===== config.mk =====
export PLATFORM = sky130hd
export DESIGN_NAME = cbpe_cell
export DESIGN_NICKNAME = d
export VERILOG_FILES = /design/src/rtl/cbpe_pkg.sv /design/src/rtl/cbpe_cell.sv
export SDC_FILE = /design/constraint.sdc
export NUM_CORES = 2
export LEC_CHECK = 0
export ABC_AREA = 0
export BUFFER_PORTS_ARGS = -buffer_cell sky130_fd_sc_hd__buf_2
export CAP_MARGIN = 30
export CORE_MARGIN = 2
export CORE_UTILIZATION = 60
export DETAILED_ROUTE_END_ITERATION = 8
export PLACE_DENSITY = 0.83
export SYNTH_ARGS = -nofsm -noshare
export SYNTH_HDL_FRONTEND = slang
export SYNTH_SLANG_ARGS = --single-unit

===== constraint.sdc =====
create_clock -name clk -period 7.45 [get_ports clk]
set_input_delay 0.745 -clock clk [delete_from_list [all_inputs] [get_ports clk]]
set_output_delay 0.745 -clock clk [all_outputs]
set_load 0.005 [all_outputs]

===== src/rtl/cbpe_pkg.sv =====
package cbpe_pkg;

	localparam int COORD_W  = 32;
	localparam int T_FRAC   = 16;
	localparam int T_W      = T_FRAC + 1;
	localparam int ACC_W    = 40;
	localparam int PROD_W   = ACC_W + T_W + 1;
	localparam int NUM_REGS = 8;
	localparam int ADDR_W   = 5;
	localparam int IDX_W    = 3;
	localparam int NUM_CELLS = 3;
	localparam int NUM_LANES = 4;

	typedef logic signed [COORD_W-1:0] coord_t;
	typedef logic signed [ACC_W-1:0]   acc_t;
	typedef logic signed [PROD_W-1:0]  prod_t;
	typedef logic [T_W-1:0]            tparam_t;
	typedef logic [IDX_W-1:0]          reg_idx_t;

	localparam reg_idx_t REG_P0_X = 3'd0;
	localparam reg_idx_t REG_P0_Y = 3'd1;
	localparam reg_idx_t REG_P1_X = 3'd2;
	localparam reg_idx_t REG_P1_Y = 3'd3;
	localparam reg_idx_t REG_P2_X = 3'd4;
	localparam reg_idx_t REG_P2_Y = 3'd5;
	localparam reg_idx_t REG_P3_X = 3'd6;
	localparam reg_idx_t REG_P3_Y = 3'd7;

	localparam tparam_t T_ONE = tparam_t'(1) << T_FRAC;

	// power-basis coefficients of one axis, plus the scaled tangent terms
	typedef struct packed {
		acc_t a;
		acc_t b;
		acc_t c;
		acc_t d;
		acc_t a3;
		acc_t b2;
	} axis_coef_t;

endpackage


===== src/rtl/cbpe_cell.sv =====
module cbpe_cell (
	input  logic             clk,
	input  logic             arst_n,
	input  logic             in_valid,
	input  cbpe_pkg::acc_t   acc,
	input  cbpe_pkg::tparam_t t,
	input  cbpe_pkg::acc_t   addend,
	output logic             out_valid,
	output cbpe_pkg::acc_t   acc_out,
	output cbpe_pkg::tparam_t t_out
);
	import cbpe_pkg::*;

	localparam prod_t HALF    = prod_t'(1) <<< (T_FRAC - 1);
	localparam prod_t HALF_M1 = HALF - prod_t'(1);

	logic    valid_s1;
	prod_t   prod_s1;
	tparam_t t_s1;
	logic    valid_s2;
	acc_t    acc_s2;
	tparam_t t_s2;
	prod_t   rnd;
	prod_t   shifted;

	always_ff @(posedge clk or negedge arst_n) begin
		if (!arst_n) begin
			valid_s1 <= 1'b0;
			valid_s2 <= 1'b0;
		end else begin
			valid_s1 <= in_valid;
			valid_s2 <= valid_s1;
		end
	end

	always_ff @(posedge clk) begin
		prod_s1 <= acc * $signed({1'b0, t});
		t_s1    <= t;
	end

	// round to nearest, ties away from zero
	always_comb begin
		rnd     = prod_s1 + (prod_s1[PROD_W-1] ? HALF_M1 : HALF);
		shifted = rnd >>> T_FRAC;
	end

	always_ff @(posedge clk) begin
		acc_s2 <= $signed(shifted[ACC_W-1:0]) + addend;
		t_s2   <= t_s1;
	end

	assign out_valid = valid_s2;
	assign acc_out   = acc_s2;
	assign t_out     = t_s2;

	a_valid_lat: assert property (@(posedge clk) disable iff (!arst_n)
		out_valid |-> $past(in_valid, 2))
		else $error("cell output beat without input beat");

	a_t_zero: assert property (@(posedge clk) disable iff (!arst_n)
		(in_valid && t == '0) |=> ##1 (acc_out == $past(addend)))
		else $error("t of zero must give the addend");

	a_t_one: assert property (@(posedge clk) disable iff (!arst_n)
		(in_valid && t == T_ONE) |=> ##1 (acc_out == $past(acc, 2) + $past(addend)))
		else $error("t of one must give acc plus addend");

endmodule


-- After elaboration in Yosys (flattened, before gate mapping)
Cells that the tools add are included.
- register bits after elaboration: 134
- input port bits: 100
- output and inout bits: 58
- add/sub/neg operators: 2
- $mul: 1
- mux-type cells: 1
- operators by type and width (cell ; number):
    $mul 40x18->58 ; 1
    $add 56x17->56 ; 1
    $add 40x40->40 ; 1
    $mux 16 ; 1

-- Logic depth before layout (Yosys ltp)
- depth after elaboration: 3
- mapped depth: 26
- mapped depth without buffers: 24

-- Worst setup path before layout
No wires, ideal clock.
- path type: input -> register
- start: input port t[3]
- end: register prod_s1[52]
- setup time: 0.072 ns
- data arrival time: 6.580 ns
- setup slack: 0.798 ns
- cell stages on the path: 21
- path buffers: 1
- cell sequence: clkbuf_1 and2_1 fa_1 inv_1 fa_1 fa_1 fa_1 inv_1 fa_1 fa_1 ha_1 a21o_1 a21o_1 a2111oi_2 a21oi_1 o31a_1 a2111o_1 a21o_1 a21o_1 a21oi_2 xnor2_1
- cells in the longest elaborated chain, start to end: 1
- ends and longest elaborated chain (item ; line ; text):
    start: declaration ; cbpe_cell.sv:6 ; input cbpe_pkg::tparam_t t,
    $mul 40x18->58 ; cbpe_cell.sv:37 ; prod_s1 <= acc * $signed({1'b0, t});
    end signal: assignment ; cbpe_cell.sv:37 ;
    end: declaration ; cbpe_cell.sv:18 ; prod_t prod_s1;
No other way between the ends.

-- Worst setup path after layout
- start: input port t[4]
- end: register prod_s1[57]
The elaborated chain is that of the path after synthesis.

==> reports/metrics.yaml <==
finClkSkew_ns: 0.0206
grt_pass1_vias: 23702
drt-wirelength-per-cell_um: 18.5
drv_cap: 0
async_reset_ff_share_pct: 1.50
htree_levels: 4
cp.required_ns: 7.85
setup_tns_ns: 0
io_pins: 158
dpl_cell_area_mm2: 0.0304
drive_gt1_share_pct: 7.88
portBuffers: 157
ys_top_cells_by_count: "inv_1 (723), fa_1 (642), nand2_1 (463)"
clock_sinks: 133
timing_hold_violations_final: 0
grt_usage_pct: 31.0
fin_area_mm2: 0.0309
stdcell_count: 3928
syn_inst: 3197
drtIter0Drc: 1661
syn2layout_area_growth_pct: 7.27
vias: 21940
place_hpwl_um: 59300
synth.most_common_cell: "inv_1"
cp-start-kind: "primary input"
ant_nets: 0
syn_nets: 4127
cp_data_arrival_time_ns: 7.41
start_util_pct: 60.6
grt_max_degree: 31
cts_buffers: 17
antennaDiodeCount: 0
yosys-top-cells-area: "fa_1 (45%), inv_1 (9.4%), dfxtp_1 (9.1%)"
outcome: "complete, no violations"
cts-root-buf: "clkbuf_16"
clkLatencyLatePin_ns: 0.49
hp-class: "primary input to async pin"
cts_tree: "built"
ys_types: 67
synth_seq_area_share_pct: 9.27
drt_first_pass_iters: 8
path_class: "primary input to flip-flop"
tightest_slew_ns: 0.765
r2r_slack_ns: 1.18
synth.avg_cell_area_um2: 9.02
slew_viol_final: 0
post_cts_resized: 0
die_w_um: 223
grt_pass1_wl_um: 120000
fill_cells: 3736
fmaxAchievable_ghz: 0.143
end_kind: "flip-flop"
grt-ovfl-total: 0
setup_viol: 0
die_h_um: 223
syn_area_mm2: 0.0288
ys_seq_elements: 133
yosys_warnings: 0
path_max_fanout: 26
rows: 80
drc_errors: 0
gp_congestion: 0.941
rsz0062_at_grt: "false"
clk_pin_slew_ns: 0.06
cts_hold_buffers: 0
synth_top_flop_cell: "dfxtp_1"
nets: 4230
period_minus_slack_ns: 7.01
period_share_pct: 94.1
coreArea_mm2: 0.0475
die-area_mm2: 0.0498
synth_top_area_cell: "fa_1"
antenna_found_initial: 3
cts_buffer_depth: 2
slew_headroom_pct: 48.5
fin_hold_ws_ns: 0.0418
vias_per_cell: 5.59
dp_cells: 3896
synth-edff-count: 0
routed_wl_um: 72700
post_cts_buffers: 0
synth_top_cell_area_share_pct: 44.6
==> path summary, 6_finish.rpt <==
| kind | end | cells after the start | startpoint |
|---|---|---|---|
| setup / recovery | prod_s1[57] | 23 | t[4] |
| hold / removal | out_valid | 1 | arst_n |
| setup reg to reg | acc_out[38] | 21 | prod_s1[57] |
| hold reg to reg | t_out[2] | 0 | t_s1[2] |
| max in group asynchronous | valid_s1 | 1 | arst_n |
| min in group clk | t_out[2] | 0 | t_s1[2] |
==> metal layers <==
| metal | global-route usage [%] | vias to the layer above | wire, um |
|---|---|---|---|
| met3 | 8.89 | 246 | 7570 |
| met5 | 0 | - | 27 |
| met4 | 12.9 | 4 | 2790 |
| met2 | 49.1 | 1122 | 33100 |
| met1 | 40.3 | 10824 | 29200 |
| li1 | - | 9744 | - |
==> per-stage QoR <==
step           utilization [%]  setup slack, ns
6_report                  65.1            0.440
5_1_grt                   65.1            0.230
4_1_cts                   65.1            0.554
3_5_place_dp              63.8           0.0211
3_3_place_gp              63.8            0.224
2_1_floorplan                -            0.798
==> critical path, stage by stage <==
cell and delay, ns:
buf_2 0.46, buf_4 0.35, nand2_1 0.12, inv_1 0.11, fa_1 0.57, fa_1 0.58, fa_1 0.47, fa_1 0.53
fa_1 0.52, inv_1 0.05, fa_1 0.47, inv_1 0.04, ha_1 0.36, and2_1 0.24, a21oi_1 0.18, a2bb2oi_1 0.17
nand3_1 0.09, a31o_2 0.24, a31oi_1 0.29, a21oi_1 0.18, a211o_1 0.29, a21oi_1 0.18, xnor2_1 0.14
==> cell usage in the layout (no fill, tap or decap), types with 16 or more instances in the layout <==
cell       count
a21o_1        57
a21oi_1       91
and2_1       296
and3_1        25
buf_2        157
buf_4         50
clkbuf_16     17
dfxtp_1      131
fa_1         642
ha_1         188
inv_1        723
nand2_1      463
nand3_1       43
nor2_1        60
nor3_1        19
o21a_1        16
o21ai_0       37
xnor2_1      101
xor2_1        33
==> sequential cells by signal, indices dropped and copies added, names as in the netlist <==
register,flops
t_out,17
t_s1,17
valid_s1,1
out_valid,1
acc_out,40
prod_s1,57
==> area by class of cell <==
cell class / instances / area (um^2) / area share [%]
Clock buffer: 18 / 439 / 1.42
Multi-Input combinational cell: 2215 / 23000 / 74.3
Clock inverter: 14 / 141 / 0.457
Tap cell: 615 / 769 / 2.49
Sequential cell: 133 / 2670 / 8.64
Inverter: 723 / 2710 / 8.77
Timing Repair Buffer: 210 / 1220 / 3.95
==> cells by family (layout without fill, tap and decap cells) <==
| logic type | count (synthesis) | in the layout | share of synthesized area [%] |
|---|---|---|---|
| DFF | 133 | 133 | 9.27 |
| adders and majority gates | 830 | 830 | 52.7 |
| buffers and inverters | 849 | 965 | 11.1 |
| AOI/OAI and AO/OA | 297 | 297 | 6.89 |
| xor gates and xnor gates | 134 | 134 | 4.07 |
| and+or+nand+nor | 954 | 954 | 16.0 |
Power is left out: the tool's default activity adds up to more than one toggle a clock period on the data nets, which glitch-free logic cannot reach.
