==> config.mk <==
export PLATFORM = sky130hd
export DESIGN_NAME = cbpe_regs
export DESIGN_NICKNAME = d
export VERILOG_FILES = /design/src/rtl/cbpe_pkg.sv /design/src/rtl/cbpe_regs.sv
export SDC_FILE = /design/constraint.sdc
export NUM_CORES = 2
export LEC_CHECK = 0
export ABC_AREA = 1
export BUFFER_PORTS_ARGS = -buffer_cell sky130_fd_sc_hd__buf_2
export CAP_MARGIN = 40
export CORE_ASPECT_RATIO = 0.6
export CORE_MARGIN = 4
export CORE_UTILIZATION = 35
export CTS_BUF_LIST = sky130_fd_sc_hd__clkbuf_8
export DETAILED_ROUTE_END_ITERATION = 12
export SYNTH_ARGS = -nofsm -noshare
export SYNTH_HDL_FRONTEND = slang
export SYNTH_SLANG_ARGS = --single-unit
==> constraint.sdc <==
create_clock -name clk -period 8.56 [get_ports clk]
set_clock_uncertainty 0.2 [all_clocks]
set_input_delay 1.712 -clock clk [delete_from_list [all_inputs] [get_ports clk]]
set_output_delay 1.712 -clock clk [all_outputs]
set_load 0.05 [all_outputs]
==> src/rtl/cbpe_pkg.sv <==
package cbpe_pkg;

	localparam int COORD_W  = 32;
	localparam int T_FRAC   = 16;
	localparam int T_W      = T_FRAC + 1;
	localparam int ACC_W    = 40;
	localparam int PROD_W   = ACC_W + T_W + 1;
	localparam int NUM_REGS = 8;
	localparam int ADDR_W   = 5;
	localparam int IDX_W    = 3;
	localparam int NUM_CELLS = 3;
	localparam int NUM_LANES = 4;

	typedef logic signed [COORD_W-1:0] coord_t;
	typedef logic signed [ACC_W-1:0]   acc_t;
	typedef logic signed [PROD_W-1:0]  prod_t;
	typedef logic [T_W-1:0]            tparam_t;
	typedef logic [IDX_W-1:0]          reg_idx_t;

	localparam reg_idx_t REG_P0_X = 3'd0;
	localparam reg_idx_t REG_P0_Y = 3'd1;
	localparam reg_idx_t REG_P1_X = 3'd2;
	localparam reg_idx_t REG_P1_Y = 3'd3;
	localparam reg_idx_t REG_P2_X = 3'd4;
	localparam reg_idx_t REG_P2_Y = 3'd5;
	localparam reg_idx_t REG_P3_X = 3'd6;
	localparam reg_idx_t REG_P3_Y = 3'd7;

	localparam tparam_t T_ONE = tparam_t'(1) << T_FRAC;

	// power-basis coefficients of one axis, plus the scaled tangent terms
	typedef struct packed {
		acc_t a;
		acc_t b;
		acc_t c;
		acc_t d;
		acc_t a3;
		acc_t b2;
	} axis_coef_t;

endpackage

==> src/rtl/cbpe_regs.sv <==
module cbpe_regs (
	input  logic                          clk,
	input  logic                          arst_n,
	input  logic                          psel,
	input  logic                          penable,
	input  logic                          pwrite,
	input  logic [cbpe_pkg::ADDR_W-1:0]   paddr,
	input  logic [cbpe_pkg::COORD_W-1:0]  pwdata,
	output logic [cbpe_pkg::COORD_W-1:0]  prdata,
	output cbpe_pkg::axis_coef_t          coef_x,
	output cbpe_pkg::axis_coef_t          coef_y
);
	import cbpe_pkg::*;

	coord_t     regs_q [NUM_REGS];
	axis_coef_t coef_x_q;
	axis_coef_t coef_y_q;
	reg_idx_t   idx;
	logic       wr_en;

	function automatic axis_coef_t make_coef(coord_t q0, coord_t q1, coord_t q2, coord_t q3);
		acc_t e0;
		acc_t e1;
		acc_t e2;
		acc_t e3;
		axis_coef_t r;
		e0 = acc_t'(q0);
		e1 = acc_t'(q1);
		e2 = acc_t'(q2);
		e3 = acc_t'(q3);
		r.a  = -e0 + (e1 <<< 1) + e1 - (e2 <<< 1) - e2 + e3;
		r.b  = (e0 <<< 1) + e0 - (e1 <<< 2) - (e1 <<< 1) + (e2 <<< 1) + e2;
		r.c  = (e1 <<< 1) + e1 - (e0 <<< 1) - e0;
		r.d  = e0;
		r.a3 = (r.a <<< 1) + r.a;
		r.b2 = r.b <<< 1;
		return r;
	endfunction

	assign idx   = paddr[ADDR_W-1:2];
	assign wr_en = psel && penable && pwrite;

	always_ff @(posedge clk or negedge arst_n) begin
		if (!arst_n) begin
			for (int i = 0; i < NUM_REGS; i++) begin
				regs_q[i] <= '0;
			end
		end else if (wr_en) begin
			regs_q[idx] <= coord_t'(pwdata);
		end
	end

	always_ff @(posedge clk) begin
		coef_x_q <= make_coef(regs_q[REG_P0_X], regs_q[REG_P1_X],
			regs_q[REG_P2_X], regs_q[REG_P3_X]);
		coef_y_q <= make_coef(regs_q[REG_P0_Y], regs_q[REG_P1_Y],
			regs_q[REG_P2_Y], regs_q[REG_P3_Y]);
	end

	assign prdata = regs_q[idx];
	assign coef_x = coef_x_q;
	assign coef_y = coef_y_q;

endmodule
# After elaboration in Yosys (flattened, before gate mapping)
# Cells that the tools add are included.
dict set report classes {
  n_addsub 30
  mul 0
  div 0
  magnitude_cmp 2
  eq_ne 0
  n_shift 0
  n_mux 6
  bitwise_logic 1
  n_reduce_logical 3
}
# op count
set op_table {}
lappend op_table {{bitwise mux 256 bit} 1}
lappend op_table {{adder 40 x 32 -> 40 bit} 4}
lappend op_table {{adder 33 x 32 -> 34 bit} 4}
lappend op_table {{binary-select mux 32 bit (select 3 bit)} 1}
lappend op_table {{demux 32 bit (select 3 bit)} 1}
lappend op_table {{2-to-1 mux 32 bit} 3}
lappend op_table {{adder 40 x 33 -> 40 bit} 2}
lappend op_table {{adder 40 bit} 2}
lappend op_table {{negation 32 -> 40 bit} 2}
lappend op_table {{subtractor 40 x 32 -> 40 bit} 2}
lappend op_table {{subtractor 40 x 33 -> 40 bit} 2}
lappend op_table {{adder 37 x 32 -> 38 bit} 2}
lappend op_table {{adder 36 x 33 -> 37 bit} 2}
lappend op_table {{subtractor 35 x 32 -> 36 bit} 2}
lappend op_table {{subtractor 35 x 33 -> 36 bit} 2}
lappend op_table {{subtractor 34 x 33 -> 35 bit} 2}
lappend op_table {{subtractor 34 x 34 -> 35 bit} 2}
lappend op_table {{>= comparator 4 bit (second input constant)} 1}
lappend op_table {{less-than comparator 4 x 1 -> 1 bit (second input constant)} 1}
lappend op_table {{inverter 3 -> 4 bit} 1}
lappend op_table {{logical AND 1 bit} 3}
dict set report word_totals {
  regBits 711
  latchBits 0
  mem_bits_rw 0
  romBits 0
  inputBits 42
  out_inout_bits 512
  elab_cells 62
  mem_count 0
}

# Logic depth before layout (Yosys ltp)
dict set report depth {
  word_depth 7
  mapped_depth 32
}

# Least setup slack after synthesis
# No wires, ideal clock.
dict set report synth_path {
  path_kind {input-to-output}
  start {in paddr[2] (netlist bit)}
  end {out prdata[15] (netlist bit)}
  arrival_time_ns 3.612
  required_ns 6.648
  path_slack_ns 3.036
  path_stages 5
  cell_sequence {clkbuf_2 > inv_2 > nor3_1 > clkinv_1 > o2111ai_1}
}
dict set report synth_via {
  elab_chain_len 4
}
# item line_no
set synth_rtl {}
lappend synth_rtl {{from (decl)} cbpe_regs.sv:7} ;# input logic [cbpe_pkg::ADDR_W-1:0] paddr,
lappend synth_rtl {{inverter 3 -> 4 bit (not written as such)} cbpe_regs.sv:60} ;# assign prdata = regs_q[idx];
lappend synth_rtl {{binary-select mux 32 bit (select 3 bit)} cbpe_regs.sv:60}
lappend synth_rtl {{2-to-1 mux 32 bit (not written as such) (2 in series)} cbpe_regs.sv:60}
lappend synth_rtl {{to (decl)} cbpe_regs.sv:9} ;# output logic [cbpe_pkg::COORD_W-1:0] prdata,
# No other way between the ends. The select of a mux whose other input is x is not followed.

# Worst setup path after layout
dict set report layout_path {
  start {reg regs_q[162] (netlist bit)}
  end {reg coef_x_q (netlist bit coef_x[79])}
}
dict set report layout_via {
  elab_chain_len 6
}
# item line_no
set layout_rtl {}
lappend layout_rtl {{from (decl)} cbpe_regs.sv:15} ;# coord_t regs_q [NUM_REGS];
lappend layout_rtl {{from (signal, indexed assignment)} cbpe_regs.sv:49} ;# regs_q[idx] <= coord_t'(pwdata);
lappend layout_rtl {{adder 40 x 33 -> 40 bit} cbpe_regs.sv:31} ;# r.a = -e0 + (e1 <<< 1) + e1 - (e2 <<< 1) - e2 + e3;
lappend layout_rtl {{adder 40 x 32 -> 40 bit *} cbpe_regs.sv:31}
lappend layout_rtl {{subtractor 40 x 33 -> 40 bit *} cbpe_regs.sv:31}
lappend layout_rtl {{subtractor 40 x 32 -> 40 bit *} cbpe_regs.sv:31}
lappend layout_rtl {{adder 40 x 32 -> 40 bit *} cbpe_regs.sv:31}
lappend layout_rtl {{adder 40 bit *} cbpe_regs.sv:35} ;# r.a3 = (r.a <<< 1) + r.a;
lappend layout_rtl {{to (signal assigned)} cbpe_regs.sv:54} ;# coef_x_q <= make_coef(regs_q[REG_P0_X], regs_q[REG_P1_X],
lappend layout_rtl {{to (decl)} cbpe_regs.sv:16} ;# axis_coef_t coef_x_q;
# Mark *: on every way between the ends. The rest lies on a longest branch, timed or not.
# A chain may end at the register's enable or synchronous reset.

==> qor.csv <==
stage,metric,value,unit
global_route,first-pass GRT wire length,277000,um
timing,final hold violation count,0,
cells_and_area,multi-input logic area,31600,um^2
clock_network,CTS tree,done,
die,Core ar.,143000,um^2
clock_network,clock latency at the later pin of the worst-skew pair,0.87,ns
routing,Routed WL,188000,um
clock_network,post-CTS sizing,0,
yosys,Ys Warns,0,
setup_path,delay of the slowest cell on the worst path,0.63,ns
setup_path,slowest CP cell,dfrtp_1,
timing,final worst-path cycle share,81.2,%
yosys,Synth Area in XOR/XNOR,4.25,%
yosys,Post-Synth Adder-Cell Area,32.8,%
yosys,number of synthesized register bits,626,
routing,drt first pass iters,6,
die,Initial Utilization,35.5,%
timing,Slew headroom,43.2,%
routing,via count,41900,
timing,RSZ-0062 raised after global routing,false,
routing,Antenna Violating Nets Remaining,0,
worst_hold_path,HP Class,reg2reg,
yosys,Mean Syn Cell Area,8.74,um^2
setup_path,crit path capture type,flop,
setup_path,R2R setup slack,1.61,ns
yosys,Yosys cell types,58,
clock_network,Max H-tree Level,3,
cells_and_area,nets,7289,
yosys,mux cell area share after synthesis,0,%
yosys,Post-Synth Simple-Gate Area,13.6,%
die,DIE AREA,151000,um^2
routing,initial DRC count,3892,
yosys,Post-synth top flop,dfxtp_1,
global_route,initial antenna violation count,21,
global_route,vias in the first global route,41900,
yosys,ranking of synthesized cells by area,"fa_1 25%, dfxtp_1 15%, dfrtp_1 13%",
yosys,Post-Syn Area,50700,um^2
die,FP Rows,107,
yosys,Synth area leader,fa_1,
placed_design,DP Wirelength,160000,um
clock_network,hold bufs inserted after CTS,0,
global_route,largest net degree at the start of global routing,122,
timing,fmax,144,MHz
clock_network,postcts setup bufs,0,
setup_path,cells on worst reg2reg path,29,
yosys,"EDFF count, synth",0,
setup_path,Worst Path Arrival,7.48,ns
timing,slew at the pin with the worst max-slew slack,0.850,ns
setup_path,Crit Path Max Fanout,6,
worst_hold_path,Worst Hold Depth,2,
setup_path,Crit path top cell by count,nand2_1,
cells_and_area,# fillers,14400,
yosys,post-synthesis sequential area ratio,27.2,%
clock_network,Clock Tree Buf Depth,3,
routing,DR vias/cell,5.04,
timing,final slew viol count,0,
setup_path,Critical Path Source Type,flop,
setup_path,Critical Path RT,9.09,ns
clock_network,CTS Buf Count,104,
global_route,GRT Util Overall,24.8,%
cells_and_area,register area,13800,um^2
cells_and_area,layout cells sized above 1,13.3,%
routing,DRC,0,
timing,Setup-failing EPs final,0,
timing,Final TNS setup,0,ns
die,die height,303,um
timing,Period minus WS final,6.95,ns
placed_design,I/O Buffers,549,
clock_network,clock slew at reported path FFs,0.07,ns
yosys,Post-Syn Instances,5801,
routing,WL/cell,22.6,um
yosys,share of the synthesized area in the top cell type,25.0,%
placed_design,gpl congestion,1.00,
cells_and_area,area grow syn2layout,13.1,%
die,Chip Width,499,um
clock_network,TritonCTS Sinks,626,
yosys,main combinational cell family by area after synthesis,adder cells,
yosys,compound-gate portion of the synthesized area,11.5,%
die,# IOs,554,
job,max-cap violation count,0,
yosys,post-synthesis async set-or-reset flop share,40.9,%
global_route,total gr overflow,0,
setup_path,kind of critical path,reg2reg,
clock_network,Root Driver,clkbuf_8,
run_status,outcome,"finished, final reports clean",
[critical path: cells and delay by family, from the launching register on]
family,cells,cell delay [ns]
buffers and inverters,4,0.39
DFF,1,0.63
xor gates and xnor gates,1,0.49
and+or+nand+nor,12,1.34
adders and majority gates,5,2.37
AOI/OAI and AO/OA,7,1.40
[sequential cells by signal, indices dropped and copies added, names as in the netlist]
register / flops
coef_y: 185
coef_x: 185
regs_q: 256
[worst paths after layout]
path / to / start
hold / removal: regs_q[50]$_DFFE_PN0P_ / regs_q[50]$_DFFE_PN0P_
setup reg to reg: coef_x[79]$_DFF_P_ / regs_q[162]$_DFFE_PN0P_
min in group asynchronous: regs_q[159]$_DFFE_PN0P_ / arst_n
hold reg to reg: regs_q[50]$_DFFE_PN0P_ / regs_q[50]$_DFFE_PN0P_
max in group asynchronous: regs_q[251]$_DFFE_PN0P_ / arst_n
setup / recovery: coef_x[79]$_DFF_P_ / regs_q[162]$_DFFE_PN0P_
[Yosys cell counts (23+ instances only)]
| cell | instances |
|---|---|
| a21o_1 | 23 |
| a21oi_1 | 356 |
| a221oi_1 | 38 |
| a22oi_1 | 29 |
| a31oi_1 | 27 |
| buf_4 | 110 |
| clkbuf_1 | 69 |
| dfrtp_1 | 256 |
| dfxtp_1 | 370 |
| fa_1 | 632 |
| ha_1 | 320 |
| inv_1 | 1118 |
| nand2_1 | 1068 |
| nand2_2 | 45 |
| nand3_1 | 131 |
| nand4_1 | 50 |
| nor2_1 | 255 |
| nor3_1 | 24 |
| o21ai_0 | 393 |
| o22ai_1 | 42 |
| xnor2_1 | 101 |
| xor2_1 | 145 |
[stage by stage]
step | utilization [%] | setup slack, ns | hold slack, ns | cells | cell area (um^2)
2_1_floorplan | - | 3.04 | 0.234 | 5802 | 50700
3_3_place_gp | 38.5 | 1.70 | 0.267 | 8096 | 55000
3_5_place_dp | 38.5 | 1.71 | 0.274 | 8096 | 55000
4_1_cts | 40.1 | 1.67 | 0.271 | 8291 | 57300
5_1_grt | 40.2 | 1.17 | 0.299 | 8301 | 57400
6_report | 40.2 | 1.61 | 0.288 | 8307 | 57400
[layer usage]
layer	vias up	share of wire, %	GRT usage (%)	wire, um
met5	-	0.036	0	68
met3	248	12	9.51	22500
met2	1899	40	34.7	75300
met1	20400	45	35.3	84400
met4	8	3.0	7.18	5570
li1	19300	-	-	-
[cell usage in the layout, fill, tap and decap left out, types with 22 or more instances in the layout]
cell type	count
nand2_1	1068
a21o_1	23
a31oi_1	27
dfxtp_1	370
o21ai_0	393
dfrtp_1	256
nor2_1	252
inv_1	1139
a22oi_1	29
o22ai_1	42
nand4_1	50
nand3_1	131
a21oi_1	356
ha_1	320
fa_1	632
nand2_2	45
xnor2_1	101
xor2_1	145
a221oi_1	38
clkinv_2	22
buf_2	548
clkbuf_8	118
[layout make-up]
type / count / share of cell area [%]
sequential: 626 / 24.1
clock buffer: 118 / 2.83
timing repair buffer: 569 / 5.09
clock inverter: 77 / 1.30
antenna: 16 / 0.0698
tap: 1907 / 4.16
multi-input combinational: 3869 / 55.1
inverter: 1125 / 7.36
[logic make-up after synthesis]
logic type	after synthesis
compound gates	1026
flops	626
xor+xnor	246
fa+ha+maj	952
other cells	1
simple gates	1643
buf+inv	1307
Power is left out: the tool's default activity adds up to more than one toggle a clock period on the data nets, which glitch-free logic cannot reach.
